--- config.mk ---
export PLATFORM = sky130hd
export DESIGN_NAME = dual_lfsr_bounded_random_unit
export DESIGN_NICKNAME = d
export VERILOG_FILES = /design/src/rtl/core/dlbr_pkg.sv /design/src/rtl/core/dlbr_ctrl.sv /design/src/rtl/core/dlbr_dp.sv /design/src/rtl/core/dual_lfsr_bounded_random_unit.sv
export SDC_FILE = /design/constraint.sdc
export NUM_CORES = 1
export LEC_CHECK = 0
export BUFFER_PORTS_ARGS = -buffer_cell sky130_fd_sc_hd__buf_2
export CAP_MARGIN = 10
export CORE_MARGIN = 2
export CORE_UTILIZATION = 54
export DETAILED_ROUTE_END_ITERATION = 7
export PLACE_DENSITY_LB_ADDON = 0.3
export SLEW_MARGIN = 20
export SYNTH_ARGS = -nofsm -noshare
export SYNTH_HDL_FRONTEND = slang
export SYNTH_SLANG_ARGS = --single-unit
export TNS_END_PERCENT = 50
--- constraint.sdc ---
create_clock -name clk -period 11.29 [get_ports clk]
set_clock_uncertainty 0.05 [all_clocks]
set_input_delay 0.5645 -clock clk [delete_from_list [all_inputs] [get_ports clk]]
set_output_delay 0.5645 -clock clk [all_outputs]
set_load 0.05 [all_outputs]
--- src/rtl/core/dlbr_pkg.sv ---
// shared types, widths and constants for the dual lfsr bounded random unit
// no dependencies; used by the controller, datapath and top level
`timescale 1ns / 1ps

package dlbr_pkg;

	localparam int LFSR_W  = 32;
	localparam int DRAW_W  = 16;
	localparam int UPPER_W = 17;
	localparam int CNT_W   = 5;

	localparam logic [LFSR_W-1:0] MASK_A     = 32'h29D1_E9EB;
	localparam logic [LFSR_W-1:0] MASK_B     = 32'h0F5C_DE95;
	localparam logic [LFSR_W-1:0] LFSR_INIT  = 32'h0000_0001;
	localparam logic [UPPER_W-1:0] DRAW_SPAN = 17'h1_0000;
	// the divider runs one step per dividend bit
	localparam logic [CNT_W-1:0] DIV_LAST    = 5'd16;

	// controller to datapath
	typedef struct packed {
		logic load_upper;
		logic div_step;
		logic lim_load;
		logic lfsr_step;
		logic div_start_draw;
		logic out_load;
	} cmd_t;

	// datapath to controller
	typedef struct packed {
		logic bypass;
		logic div_last;
		logic draw_ok;
	} sts_t;

	// one right-shifting galois step
	function automatic logic [LFSR_W-1:0] lfsr_next(input logic [LFSR_W-1:0] r,
			input logic [LFSR_W-1:0] mask);
		logic [LFSR_W-1:0] s;
		s = r >> 1;
		if (r[0]) begin
			s = s ^ mask;
		end
		return s;
	endfunction

endpackage

--- src/rtl/core/dlbr_ctrl.sv ---
// sequencing fsm: bound setup, draw/reject loop, reduction, output hand-off
// depends on dlbr_pkg
`timescale 1ns / 1ps

module dlbr_ctrl (
	input  logic          clk,
	input  logic          arst_n,
	input  logic          in_valid,
	output logic          in_ready,
	output logic          out_valid,
	input  logic          out_ready,
	input  dlbr_pkg::sts_t sts,
	output dlbr_pkg::cmd_t cmd
);

	localparam logic [2:0] ST_IDLE = 3'd0;
	localparam logic [2:0] ST_LIM  = 3'd1;
	localparam logic [2:0] ST_DRAW = 3'd2;
	localparam logic [2:0] ST_MOD  = 3'd3;
	localparam logic [2:0] ST_DONE = 3'd4;

	logic [2:0] state_q;
	logic [2:0] state_d;
	logic       out_valid_q;

	always_comb begin
		state_d  = state_q;
		cmd      = '0;
		in_ready = 1'b0;
		unique case (state_q)
			ST_IDLE: begin
				in_ready = 1'b1;
				if (in_valid) begin
					cmd.load_upper = 1'b1;
					state_d        = ST_LIM;
				end
			end
			ST_LIM: begin
				if (sts.bypass) begin
					state_d = ST_DRAW;
				end else begin
					cmd.div_step = 1'b1;
					if (sts.div_last) begin
						cmd.lim_load = 1'b1;
						state_d      = ST_DRAW;
					end
				end
			end
			ST_DRAW: begin
				cmd.lfsr_step = 1'b1;
				if (sts.bypass) begin
					state_d = ST_DONE;
				end else if (sts.draw_ok) begin
					cmd.div_start_draw = 1'b1;
					state_d            = ST_MOD;
				end
			end
			ST_MOD: begin
				cmd.div_step = 1'b1;
				if (sts.div_last) begin
					state_d = ST_DONE;
				end
			end
			ST_DONE: begin
				if (!out_valid_q || out_ready) begin
					cmd.out_load = 1'b1;
					state_d      = ST_IDLE;
				end
			end
			default: begin
				state_d = ST_IDLE;
			end
		endcase
	end

	always_ff @(posedge clk or negedge arst_n) begin
		if (!arst_n) begin
			state_q     <= ST_IDLE;
			out_valid_q <= 1'b0;
		end else begin
			state_q <= state_d;
			if (cmd.out_load) begin
				out_valid_q <= 1'b1;
			end else if (out_ready) begin
				out_valid_q <= 1'b0;
			end
		end
	end

	assign out_valid = out_valid_q;

endmodule

--- src/rtl/core/dlbr_dp.sv ---
// datapath: the two lfsrs, bound and limit registers, radix-2 remainder unit,
// output register; depends on dlbr_pkg
`timescale 1ns / 1ps

module dlbr_dp (
	input  logic                                clk,
	input  logic                                arst_n,
	input  logic                                cfg_we,
	input  logic [dlbr_pkg::LFSR_W-1:0]         cfg_wdata,
	input  logic [dlbr_pkg::UPPER_W-1:0]        upper,
	input  dlbr_pkg::cmd_t                      cmd,
	output dlbr_pkg::sts_t                      sts,
	output logic [dlbr_pkg::DRAW_W-1:0]         value
);

	logic [dlbr_pkg::LFSR_W-1:0]  lfsr_a_q;
	logic [dlbr_pkg::LFSR_W-1:0]  lfsr_b_q;
	logic [dlbr_pkg::LFSR_W-1:0]  lfsr_a_nxt;
	logic [dlbr_pkg::LFSR_W-1:0]  lfsr_b_nxt;
	logic [dlbr_pkg::DRAW_W-1:0]  draw_nxt;
	logic [dlbr_pkg::DRAW_W-1:0]  draw_q;
	logic [dlbr_pkg::UPPER_W-1:0] upper_q;
	logic [dlbr_pkg::UPPER_W-1:0] limit_q;
	logic [dlbr_pkg::UPPER_W-1:0] dvd_q;
	logic [dlbr_pkg::DRAW_W-1:0]  rem_q;
	logic [dlbr_pkg::UPPER_W-1:0] rem_sh;
	logic [dlbr_pkg::UPPER_W-1:0] divisor;
	logic [dlbr_pkg::UPPER_W-1:0] rem_nxt;
	logic [dlbr_pkg::CNT_W-1:0]   cnt_q;
	logic [dlbr_pkg::DRAW_W-1:0]  value_q;

	assign lfsr_a_nxt = dlbr_pkg::lfsr_next(lfsr_a_q, dlbr_pkg::MASK_A);
	assign lfsr_b_nxt = dlbr_pkg::lfsr_next(lfsr_b_q, dlbr_pkg::MASK_B);
	assign draw_nxt   = lfsr_a_nxt[dlbr_pkg::DRAW_W-1:0] ^ lfsr_b_nxt[dlbr_pkg::DRAW_W-1:0];

	// restoring remainder step, one dividend bit per cycle
	assign divisor = {1'b0, upper_q[dlbr_pkg::DRAW_W-1:0]};
	assign rem_sh  = {rem_q, dvd_q[dlbr_pkg::UPPER_W-1]};
	assign rem_nxt = (rem_sh >= divisor) ? (rem_sh - divisor) : rem_sh;

	assign sts.bypass   = (upper_q == '0) || upper_q[dlbr_pkg::UPPER_W-1];
	assign sts.div_last = (cnt_q == dlbr_pkg::DIV_LAST);
	assign sts.draw_ok  = ({1'b0, draw_nxt} < limit_q);

	always_ff @(posedge clk or negedge arst_n) begin
		if (!arst_n) begin
			lfsr_a_q <= dlbr_pkg::LFSR_INIT;
			lfsr_b_q <= dlbr_pkg::LFSR_INIT;
			cnt_q    <= '0;
		end else begin
			if (cfg_we) begin
				lfsr_a_q <= cfg_wdata;
				lfsr_b_q <= dlbr_pkg::LFSR_INIT;
			end else if (cmd.lfsr_step) begin
				lfsr_a_q <= lfsr_a_nxt;
				lfsr_b_q <= lfsr_b_nxt;
			end
			if (cmd.load_upper || cmd.div_start_draw) begin
				cnt_q <= '0;
			end else if (cmd.div_step) begin
				cnt_q <= cnt_q + 1'b1;
			end
		end
	end

	always_ff @(posedge clk) begin
		if (cmd.load_upper) begin
			upper_q <= upper;
		end
		if (cmd.lfsr_step) begin
			draw_q <= draw_nxt;
		end
		if (cmd.load_upper) begin
			dvd_q <= dlbr_pkg::DRAW_SPAN;
			rem_q <= '0;
		end else if (cmd.div_start_draw) begin
			dvd_q <= {1'b0, draw_nxt};
			rem_q <= '0;
		end else if (cmd.div_step) begin
			dvd_q <= dvd_q << 1;
			rem_q <= rem_nxt[dlbr_pkg::DRAW_W-1:0];
		end
		// largest multiple of upper not above the draw span
		if (cmd.lim_load) begin
			limit_q <= dlbr_pkg::DRAW_SPAN - {1'b0, rem_nxt[dlbr_pkg::DRAW_W-1:0]};
		end
		if (cmd.out_load) begin
			value_q <= sts.bypass ? draw_q : rem_q;
		end
	end

	assign value = value_q;

endmodule

--- src/rtl/core/dual_lfsr_bounded_random_unit.sv ---
// the time from input transaction to result valid is set by two 17-step radix-2 remainder
// passes and the draw/reject loop; an upper of zero or of 65536 and above skips both passes
// and takes a single draw; a new request is taken only once the fsm is back in idle, and a
// finished result waits in the fsm while the previous one is still unaccepted
// reset: both lfsrs load 1 as if seed 1 were written, fsm idle, no result pending
// top level of the dual lfsr bounded random unit; depends on dlbr_pkg, dlbr_ctrl, dlbr_dp
`timescale 1ns / 1ps

module dual_lfsr_bounded_random_unit (
	input  logic                         clk,
	input  logic                         arst_n,
	// seed write port, reloads both lfsrs
	input  logic                         cfg_we,
	input  logic [dlbr_pkg::LFSR_W-1:0]  cfg_wdata,
	// request channel
	input  logic                         in_valid,
	output logic                         in_ready,
	input  logic [dlbr_pkg::UPPER_W-1:0] upper,
	// result channel
	output logic                         out_valid,
	input  logic                         out_ready,
	output logic [dlbr_pkg::DRAW_W-1:0]  value
);

	// command and status between the fsm and the datapath
	dlbr_pkg::cmd_t cmd;
	dlbr_pkg::sts_t sts;

	// fsm: idle -> limit pass (65536 mod upper) -> draw loop, one draw a cycle,
	// retried while the draw falls at or above the limit -> remainder pass ->
	// hand-off into the output register, which frees the fsm; an out-of-range upper skips both passes
	dlbr_ctrl u_ctrl (
		.clk       (clk),
		.arst_n    (arst_n),
		.in_valid  (in_valid),
		.in_ready  (in_ready),
		.out_valid (out_valid),
		.out_ready (out_ready),
		.sts       (sts),
		.cmd       (cmd)
	);

	// datapath: lfsr pair, shared remainder unit, limit and output registers
	dlbr_dp u_dp (
		.clk       (clk),
		.arst_n    (arst_n),
		.cfg_we    (cfg_we),
		.cfg_wdata (cfg_wdata),
		.upper     (upper),
		.cmd       (cmd),
		.sts       (sts),
		.value     (value)
	);

	// an accepted transaction moves the fsm out of idle, so in_ready does not stay high
	a_busy_after_accept: assert property (@(posedge clk) disable iff (!arst_n)
		in_valid && in_ready |=> !in_ready)
		else $error("request accepted while previous one still in work");

	// the output register is only overwritten once its content was taken
	a_no_overwrite: assert property (@(posedge clk) disable iff (!arst_n)
		cmd.out_load |-> (!out_valid || out_ready))
		else $error("pending result overwritten");

	// neither the remainder unit nor the lfsr pair steps while a request may be accepted
	a_div_busy: assert property (@(posedge clk) disable iff (!arst_n)
		(cmd.div_step || cmd.lfsr_step) |-> !in_ready)
		else $error("datapath active while idle");

endmodule

==> flow_summary.json, run 1 <==
{
  "initial_utilization_pct": 54.79,
  "ys_ff_latch": 168,
  "grt.total_usage_pct": 23.01,
  "pin_count": 72,
  "synth.area.top_cells": "edfxtp_1 22%, dfrtp_1 19%, dfxtp_1 7.3%, xnor2_1 6.6%, ha_1 4.7%",
  "setup_tns_ns": 0,
  "critPathCaptureType": "flop",
  "rsz0062_at_grt": "false",
  "r2r-end": "u_dp.limit_q[14]",
  "peakVddDrop_mv": 0.1378,
  "postSynthAreaPerCell_um2": 9.987,
  "synth-seq-area-share_pct": 48.64,
  "fillers": 1350,
  "wl_per_cell_um": 16.50,
  "synthCells": 900,
  "dp_cells": 1151,
  "max_freq_mhz": 236.0,
  "synth.distinct_cells": 78,
  "grt_max_degree": 93,
  "p_int_uw": 1657,
  "grt_pass1_vias": 6248,
  "utilization_pct": 61.50,
  "vias": 6657,
  "drive_gt1_share_pct": 16.51,
  "cp_max_fo": 23,
  "hold_buffers": 0,
  "criticalPathCategory": "reg -> reg",
  "crit_required_ns": 11.41,
  "seq_power_share_pct": 34.1,
  "cts.sinks": 168,
  "tritoncts": "built",
  "die_y_um": 133.0,
  "grt.overflow.total": 0,
  "min_period_ns": 4.237,
  "async_flop_share_pct": 41.07,
  "yosys.area.top_type": "edfxtp_1",
  "post_cts_resized": 0,
  "cts_setup_buffers": 0,
  "worstPathArrival_ns": 4.36,
  "switching_share_pct": 41.18,
  "setup_violations": 0,
  "timing.final.ws_setup_ns": 7.053,
  "hold_viol": 0,
  "core_area_mm2": 0.01641,
  "p_clk_share_pct": 20.1,
  "combPwrFrac_pct": 45.9,
  "io_buffers": 71,
  "clockBufferDepth": 2,
  "mappedNetlistArea_mm2": 0.008989,
  "ctsHtreeMaxLevel": 4,
  "p_leak_uw": 0.004134,
  "p_sw_uw": 1160,
  "cts_root_buf": "clkbuf_16",
  "power_uw": 2817,
  "power_density_mw_per_mm2": 279.2,
  "cts.clk_slew.worst_paths_ns": 0.06,
  "syn_nets": 989,
  "hp-start": "upper[16]",
  "reg2reg_slack_ns": 7.05,
  "ys.flop_type": "dfrtp_1",
  "yosys_warnings": 0,
  "die_area_mm2": 0.01769,
  "fin_nets": 1039,
  "drc_errors": 0,
  "drtIter0Drc": 604,
  "reg2reg_depth": 13,
  "syn2layout_area_growth_pct": 12.25,
  "worstMarginPinSlew_ns": 0.8939,
  "startpoint": "u_dp.rem_q[4]",
  "cap_violations": 0,
  "finalWirelength_um": 19520,
  "die_w_um": 133.0,
  "endpoint": "u_dp.limit_q[14]",
  "grt_pass1_wl_um": 32040,
  "final_cells": 1183,
  "slew-limit-headroom_pct": 40.19,
  "status": "finished clean",
  "n_antenna_cell": 0,
  "firstDrtPassIters": 5,
  "via_per_inst": 5.627,
  "place_congestion": 0.8642,
  "fp-row-count": 47,
  "hold_class": "in -> reg",
  "antenna_left": 0,
  "cp-start-kind": "flop",
  "antenna_found_initial": 0,
  "final-max-slew-violation-count": 0,
  "dp_slack_ns": 7.172,
  "post-route-period-util_pct": 37.53,
  "clkLatencyLatePin_ns": 0.43,
  "hpwl_um": 13670,
  "synth_edf_count": 66,
  "crit-reg2reg-launch": "u_dp.rem_q[4]",
  "cts_buffers": 17,
  "synth_top_area_share_pct": 22.05
}
## worst max-delay path: stages (launching register included)
cell and delay (ns):
dfxtp_1 0.54, ha_1 0.45, a21oi_1 0.15, o21ai_1 0.30, and2_1 0.25, o31a_1 0.15, buf_4 0.30, mux2i_1 0.34
ha_1 0.22, inv_1 0.08, nor4_1 0.34, a41o_2 0.29, or3b_1 0.36, xor2_1 0.15
## Yosys cell counts, types with 17 or more instances
library cell and number:
xnor2_1 68, edfxtp_1 66, xor2_1 18, nor2_1 79, o21ai_0 44, ha_1 34, nand2_1 100, clkbuf_1 34
dfrtp_1 67, dfxtp_1 33, inv_1 40, mux2i_1 24, mux2_2 17, a21oi_1 74, a211oi_1 30
## layout by cell type, fill, tap and decap left out, types with 4 or more instances in the layout
| cell type | n |
|---|---|
| a211oi_1 | 30 |
| a21o_1 | 11 |
| a21oi_1 | 74 |
| a22oi_1 | 14 |
| a31oi_1 | 4 |
| and2_1 | 4 |
| buf_2 | 71 |
| buf_4 | 12 |
| clkbuf_16 | 19 |
| dfrtp_1 | 67 |
| dfxtp_1 | 33 |
| edfxtp_1 | 66 |
| ha_1 | 34 |
| inv_1 | 39 |
| mux2_2 | 17 |
| mux2i_1 | 24 |
| nand2_1 | 100 |
| nand2b_1 | 5 |
| nand3_1 | 7 |
| nand3b_1 | 4 |
| nand4_1 | 6 |
| nor2_1 | 78 |
| nor2b_1 | 4 |
| nor3_1 | 12 |
| nor3b_1 | 4 |
| nor4_1 | 7 |
| o21ai_0 | 44 |
| o21ai_1 | 4 |
| o21bai_1 | 4 |
| or2_2 | 4 |
| or3_1 | 5 |
| xnor2_1 | 68 |
| xor2_1 | 18 |
## state kept, by name (all words and copies together), names as in the netlist
signal / flops
u_dp.lfsr_a_q: 32
u_dp.lfsr_b_q: 28
u_dp.dvd_q: 17
u_dp.limit_q: 17
u_dp.upper_q: 17
u_dp.draw_q: 16
u_dp.rem_q: 16
u_dp.value: 16
u_dp.cnt_q: 5
u_ctrl.state_q: 3
u_ctrl.out_valid: 1
## worst min-delay path by stage
| stage | end | cells after the start |
|---|---|---|
| 3_5_place_dp | u_dp.dvd_q[11] | 2 |
| 6_report | u_dp.upper_q[16] | 1 |
| 5_1_grt | u_dp.upper_q[13] | 1 |
| 4_1_cts | u_dp.upper_q[2] | 1 |
| 2_1_floorplan | u_ctrl.out_valid | 0 |
| 3_3_place_gp | u_dp.dvd_q[11] | 2 |
## cell type report
cell class                      count  area (um2)  share of cell area [%]
Clock buffer                       22       506.7                   5.022
Clock inverter                     10       80.08                  0.7936
Inverter                           40       150.1                   1.488
Multi-Input combinational cell    640        4260                   42.22
Sequential cell                   168        4372                   43.33
Tap cell                          220       275.3                   2.728
Timing Repair Buffer               83       445.4                   4.415
## kinds of logic after synthesis
| family | count (synthesis) | share of synthesized area, % |
|---|---|---|
| AND/OR/NAND/NOR | 258 | 13.24 |
| AO/OA/AOI/OAI | 218 | 15.49 |
| flip-flops | 168 | 48.64 |
| buffers and inverters | 92 | 4.190 |
| XOR/XNOR | 87 | 8.561 |
| multiplexers | 42 | 4.928 |
| adder cells (fa/ha/maj) | 35 | 4.955 |
## routing by layer
layer	global-route usage, %	vias to the layer above	share of wire (%)
met5	0	-	0
met4	7.706	0	1.8
met3	5.172	27	6.2
met2	34.95	202	45
met1	32.79	3145	47
li1	-	3283	-
## power groups by stage
| stage | Clock, uW | Sequential (uW) | Combinational, uW |
|---|---|---|---|
| after floorplan | 0 | 935 | 1000 |
| after global placement | 0 | 966 | 1270 |
| after detailed placement | 0 | 970 | 1270 |
| after CTS | 576 | 958 | 1290 |
| after global routing | 599 | 977 | 1430 |
| final | 565 | 960 | 1290 |
## per-stage QoR
step | instance area [um2] | hold slack [ns]
final | 10090 | 0.2612
after global placement | 9503 | 0.3911
after detailed placement | 9503 | 0.3960
after CTS | 10090 | 0.2460
after floorplan | 8989 | 0.2189
after global routing | 10090 | 0.2424
(Power assumes the default switching activity.)
==> run 2, diff against run 1 <==
- clock period: 11.29 -> 4.05 ns (I/O delays scaled with it)
==> flow_summary.json, run 2 (same netlist as run 1, synthesis figures left out) <==
{
  "status": "finished clean",
  "final_common_cell": "nand2_1",
  "via_per_inst": 5.654,
  "vias": 7090,
  "grt.overflow.total": 0,
  "placed_area_mm2": 0.009673,
  "fillers": 1236,
  "final_cell_mix": "100 x nand2_1, 78 x nor2_1, 73 x a21oi_1",
  "cp_max_fo": 20,
  "peakVddDrop_mv": 0.3929,
  "antenna_left": 0,
  "io_buffers": 71,
  "die_w_um": 133.0,
  "grt.total_usage_pct": 25.27,
  "cp-start-kind": "flop",
  "setup_violations": 0,
  "worstPathArrival_ns": 3.85,
  "worstHoldPathCells": 3,
  "finalWirelength_um": 21480,
  "rsz0062_at_grt": "false",
  "r2r-end": "u_dp.limit_q[14]",
  "slew-limit-headroom_pct": 37.11,
  "crit-reg2reg-launch": "u_dp.upper_q[10]",
  "syn2layout_area_growth_pct": 19.89,
  "crit_required_ns": 4.19,
  "cts.clk_slew.worst_paths_ns": 0.07,
  "holdPathEnd": "u_ctrl.out_valid",
  "hpwl_um": 14690,
  "cts_setup_buffers": 0,
  "drtIter0Drc": 759,
  "reg2reg_slack_ns": 0.33,
  "antenna_found_initial": 1,
  "wl_per_cell_um": 17.13,
  "largest_register_ffs": 32,
  "critPathCaptureType": "flop",
  "n_antenna_cell": 0,
  "reg_top3": "u_dp.lfsr_a_q x32, u_dp.lfsr_b_q x28",
  "drive_gt1_share_pct": 17.31,
  "largest-register": "u_dp.lfsr_a_q",
  "criticalPathCategory": "reg -> reg",
  "clockBufferDepth": 2,
  "drc_errors": 0,
  "fin_area_mm2": 0.01078,
  "cts_root_buf": "clkbuf_16",
  "grt_pass1_wl_um": 34820,
  "die_y_um": 133.0,
  "grt_pass1_vias": 6686,
  "clkLatencyLatePin_ns": 0.44,
  "max_freq_mhz": 269.2,
  "p_leak_uw": 0.004437,
  "hp-start": "out_ready",
  "core_area_mm2": 0.01641,
  "tritoncts": "built",
  "post-route-period-util_pct": 91.73,
  "power_density_mw_per_mm2": 763.7,
  "min_period_ns": 3.715,
  "grt_max_degree": 65,
  "firstDrtPassIters": 6,
  "final-max-slew-violation-count": 0,
  "place_congestion": 0.9191,
  "cts_buffers": 17,
  "reg2reg_depth": 14,
  "pin_count": 72,
  "hold_viol": 0,
  "cap_violations": 0,
  "ctsHtreeMaxLevel": 4,
  "fin_nets": 1110,
  "setup_tns_ns": 0,
  "initial_utilization_pct": 54.79,
  "cts.sinks": 168,
  "die_area_mm2": 0.01769,
  "fp-row-count": 47,
  "hold_class": "in -> reg",
  "worstMarginPinSlew_ns": 0.9398
}
==> run 2: per-layer routing <==
metal / track usage [%] / wire [um]
met1: 35.09 / 9768
met2: 38.66 / 9688
met3: 6.054 / 1452
met4: 9.498 / 554
met5: 0 / 13
==> run 2: worst max-delay path, cell delays in order (launching register included) <==
cell and delay (ns):
edfxtp_1 0.34, inv_1 0.08, ha_1 0.45, a21oi_1 0.13
o211a_1 0.23, o21ai_0 0.27, o31ai_2 0.13, buf_4 0.22
a21oi_2 0.21, ha_1 0.18, inv_1 0.07, nor4_1 0.31
a41o_2 0.28, or3b_1 0.36, xor2_1 0.15
==> run 2: through the flow <==
step           setup WS, ns  total power (uW)  instances  util, %  hold WS (ns)
3_3_place_gp         0.4275              6422       1172    58.96        0.1435
6_report             0.3348              8230       1254    65.68       0.01068
3_5_place_dp         0.2505              6470       1172    58.96        0.1518
2_1_floorplan        0.2280              5399        900        -       -0.1431
5_1_grt             0.03701              8738       1254    65.68       0.02634
4_1_cts              0.2532              8172       1254    65.64      0.003691
==> run 2: layout make-up <==
cell class	instances	area, um2	share of cell area, %
repair buffers	154	1116	10.36
multi-input cells	640	4267	39.59
clock inverters	7	78.83	0.7315
inverters	40	150.1	1.393
well taps	220	275.3	2.554
clock buffers	25	518.0	4.807
flip-flops and latches	168	4372	40.57
==> run 2: worst max-delay path by stage <==
stage	start	slack, ns	cells after the start	endpoint
after global placement	u_dp.upper_q[10]	0.43	14	u_dp.limit_q[14]
after CTS	u_dp.rem_q[4]	0.25	13	u_dp.limit_q[14]
after detailed placement	u_dp.rem_q[4]	0.25	13	u_dp.limit_q[14]
after global routing	u_dp.upper_q[14]	0.04	14	u_dp.limit_q[14]
after floorplan	u_dp.rem_q[3]	0.23	14	u_dp.limit_q[14]
final	u_dp.upper_q[10]	0.33	14	u_dp.limit_q[14]
==> run 2: what timing repair did <==
item | CTS | global route
hold buffers | 50 | 0
gates resized for setup | 0 | 2
setup endpoints to repair | 0 | 1
endpoints found under the hold margin | 69 | 0
==> run 2: power by group <==
group | internal (uW) | total (uW) | switching, uW
registers | 2300 | 2640 | 340
clock network | 960 | 1630 | 671
logic | 1580 | 3960 | 2380
==> run 3, diff against run 2 <==
- CELL_PAD_IN_SITES_DETAIL_PLACEMENT: not set -> 1
- CELL_PAD_IN_SITES_GLOBAL_PLACEMENT: not set -> 1
- CORE_UTILIZATION: 54 -> 48
==> flow_summary.json, run 3 (same netlist as run 1, synthesis figures left out) <==
{
  "clockBufferDepth": 2,
  "die_area_mm2": 0.01984,
  "vias": 7300,
  "final_cell_mix": "100 x nand2_1, 78 x nor2_1, 74 x a21oi_1",
  "crit_slowest_cell": "edfxtp_1",
  "core_area_mm2": 0.01852,
  "power_density_mw_per_mm2": 787.4,
  "place_congestion": 0.9443,
  "largest_register_ffs": 32,
  "antenna_found_initial": 1,
  "n_antenna_cell": 0,
  "grt_max_degree": 70,
  "r2r-end": "u_dp.limit_q[14]",
  "timing.hold.ws_ns": 0.3796,
  "final_common_cell": "nand2_1",
  "tritoncts": "built",
  "peakVddDrop_mv": 0.3878,
  "die_w_um": 140.8,
  "io_buffers": 71,
  "slew-limit-headroom_pct": 30.73,
  "initial_utilization_pct": 48.54,
  "startpoint": "u_dp.upper_q[4]",
  "cts.sinks": 168,
  "min_period_ns": 3.773,
  "reg2reg_slack_ns": 0.28,
  "pin_count": 72,
  "cts_buffers": 17,
  "path_delay_family": "compound AO/OA/AOI/OAI gates",
  "via_per_inst": 5.789,
  "critPathCaptureType": "flop",
  "criticalPathCategory": "reg -> reg",
  "antenna_left": 0,
  "dp_cells": 1177,
  "reg_top3": "u_dp.lfsr_a_q x32, u_dp.lfsr_b_q x28",
  "rsz0062_at_grt": "false",
  "path_cells": "inv_1 -> ha_2 -> and2_4 -> a311oi_4 -> a21oi_2 -> o31a_1 -> mux2i_1 -> ha_1 -> inv_1 -> nor4_1 -> a41o_2 -> or3b_1 -> xor2_1",
  "crit_top_cell": "inv_1",
  "hold_class": "in -> async",
  "grt.overflow.total": 0,
  "drive_gt1_share_pct": 17.23,
  "crit-reg2reg-launch": "u_dp.upper_q[4]",
  "setup_tns_ns": 0,
  "p_leak_uw": 0.004395,
  "cts.clk_slew.worst_paths_ns": 0.07,
  "fin_area_mm2": 0.01075,
  "wl_per_cell_um": 21.07,
  "status": "finished clean",
  "final-max-slew-violation-count": 0,
  "max_freq_mhz": 265.0,
  "setup_violations": 0,
  "crit_required_ns": 4.19,
  "crit_path_max_incr_delay_ns": 0.38,
  "fin_nets": 1103,
  "die_y_um": 140.8,
  "cp_max_fo": 7,
  "worstPathArrival_ns": 3.91,
  "grt_pass1_vias": 7631,
  "final_cells": 1261,
  "hpwl_um": 17360,
  "drtIter0Drc": 430,
  "grt.total_usage_pct": 27.50,
  "firstDrtPassIters": 5,
  "drc_errors": 0,
  "finalWirelength_um": 26570,
  "cts_root_buf": "clkbuf_16",
  "grt_pass1_wl_um": 41790,
  "ctsHtreeMaxLevel": 4,
  "cp_num_buf_inv": 2,
  "hold_viol": 0,
  "syn2layout_area_growth_pct": 19.56,
  "largest-register": "u_dp.lfsr_a_q",
  "placed_area_mm2": 0.009625,
  "cap_violations": 0,
  "cp-start-kind": "flop",
  "reg2reg_depth": 13,
  "fp-row-count": 50,
  "clkLatencyLatePin_ns": 0.44,
  "worstMarginPinSlew_ns": 1.035,
  "post-route-period-util_pct": 93.16
}
## run 3: changes by cell type in the layout (fill, tap and decap cells not counted), sizes merged
| cell | before | now |
|---|---|---|
| buf | 104 | 96 |
| clkinv | 1 | 2 |
| dlygate4sd3 | 50 | 51 |
| clkbuf | 25 | 20 |
| inv | 43 | 46 |
| clkinvlp | 2 | 3 |
## run 3: metrics by stage
step | worst slack, ns | total power, uW | utilization (%)
2_1_floorplan | 0.2280 | 5399 | -
3_3_place_gp | 0.3832 | 6494 | 51.98
3_5_place_dp | 0.2630 | 6623 | 51.98
4_1_cts | 0.2363 | 8392 | 57.87
5_1_grt | 0.01712 | 8926 | 58.03
6_report | 0.2769 | 8462 | 58.03
## run 3: per-layer routing
metal  wire length, um  global-route usage, %  vias to the layer above
met3              1125                  4.755                       73
met2             13130                  47.70                      197
li1                  -                      -                     3407
met5                10                      0                        -
met4              1129                  13.16                        2
met1             11170                  33.33                     3621
## run 3: area by class of cell
cell class,instances,area [um2]
clock buffer,20,467.9
clock inverter,12,112.6
fill,2058,7771
inverter,40,150.1
multi-input combinational,640,4282
sequential,168,4373
tap,234,292.8
timing repair buffer,147,1069
## run 3: worst max path at each step
stage                            end  slack (ns)  depth (start not counted)
floorplan           u_dp.limit_q[14]        0.23                         14
global placement    u_dp.limit_q[14]        0.38                         13
detailed placement  u_dp.limit_q[14]        0.26                         12
CTS                 u_dp.limit_q[14]        0.24                         12
global route        u_dp.limit_q[14]        0.02                         14
finish              u_dp.limit_q[14]        0.28                         13
## run 3: power by group
| part | internal [uW] | switching (uW) | total [uW] |
|---|---|---|---|
| Clock | 908 | 733 | 1640 |
| Sequential | 2300 | 372 | 2680 |
| Combinational | 1560 | 2580 | 4150 |
## run 3: repair_timing
action	in CTS	in global routing
setup buffers	0	1
setup endpoints to repair	0	1
hold buffers	51	0
gates resized for setup	0	7
endpoints found under the hold margin	117	0
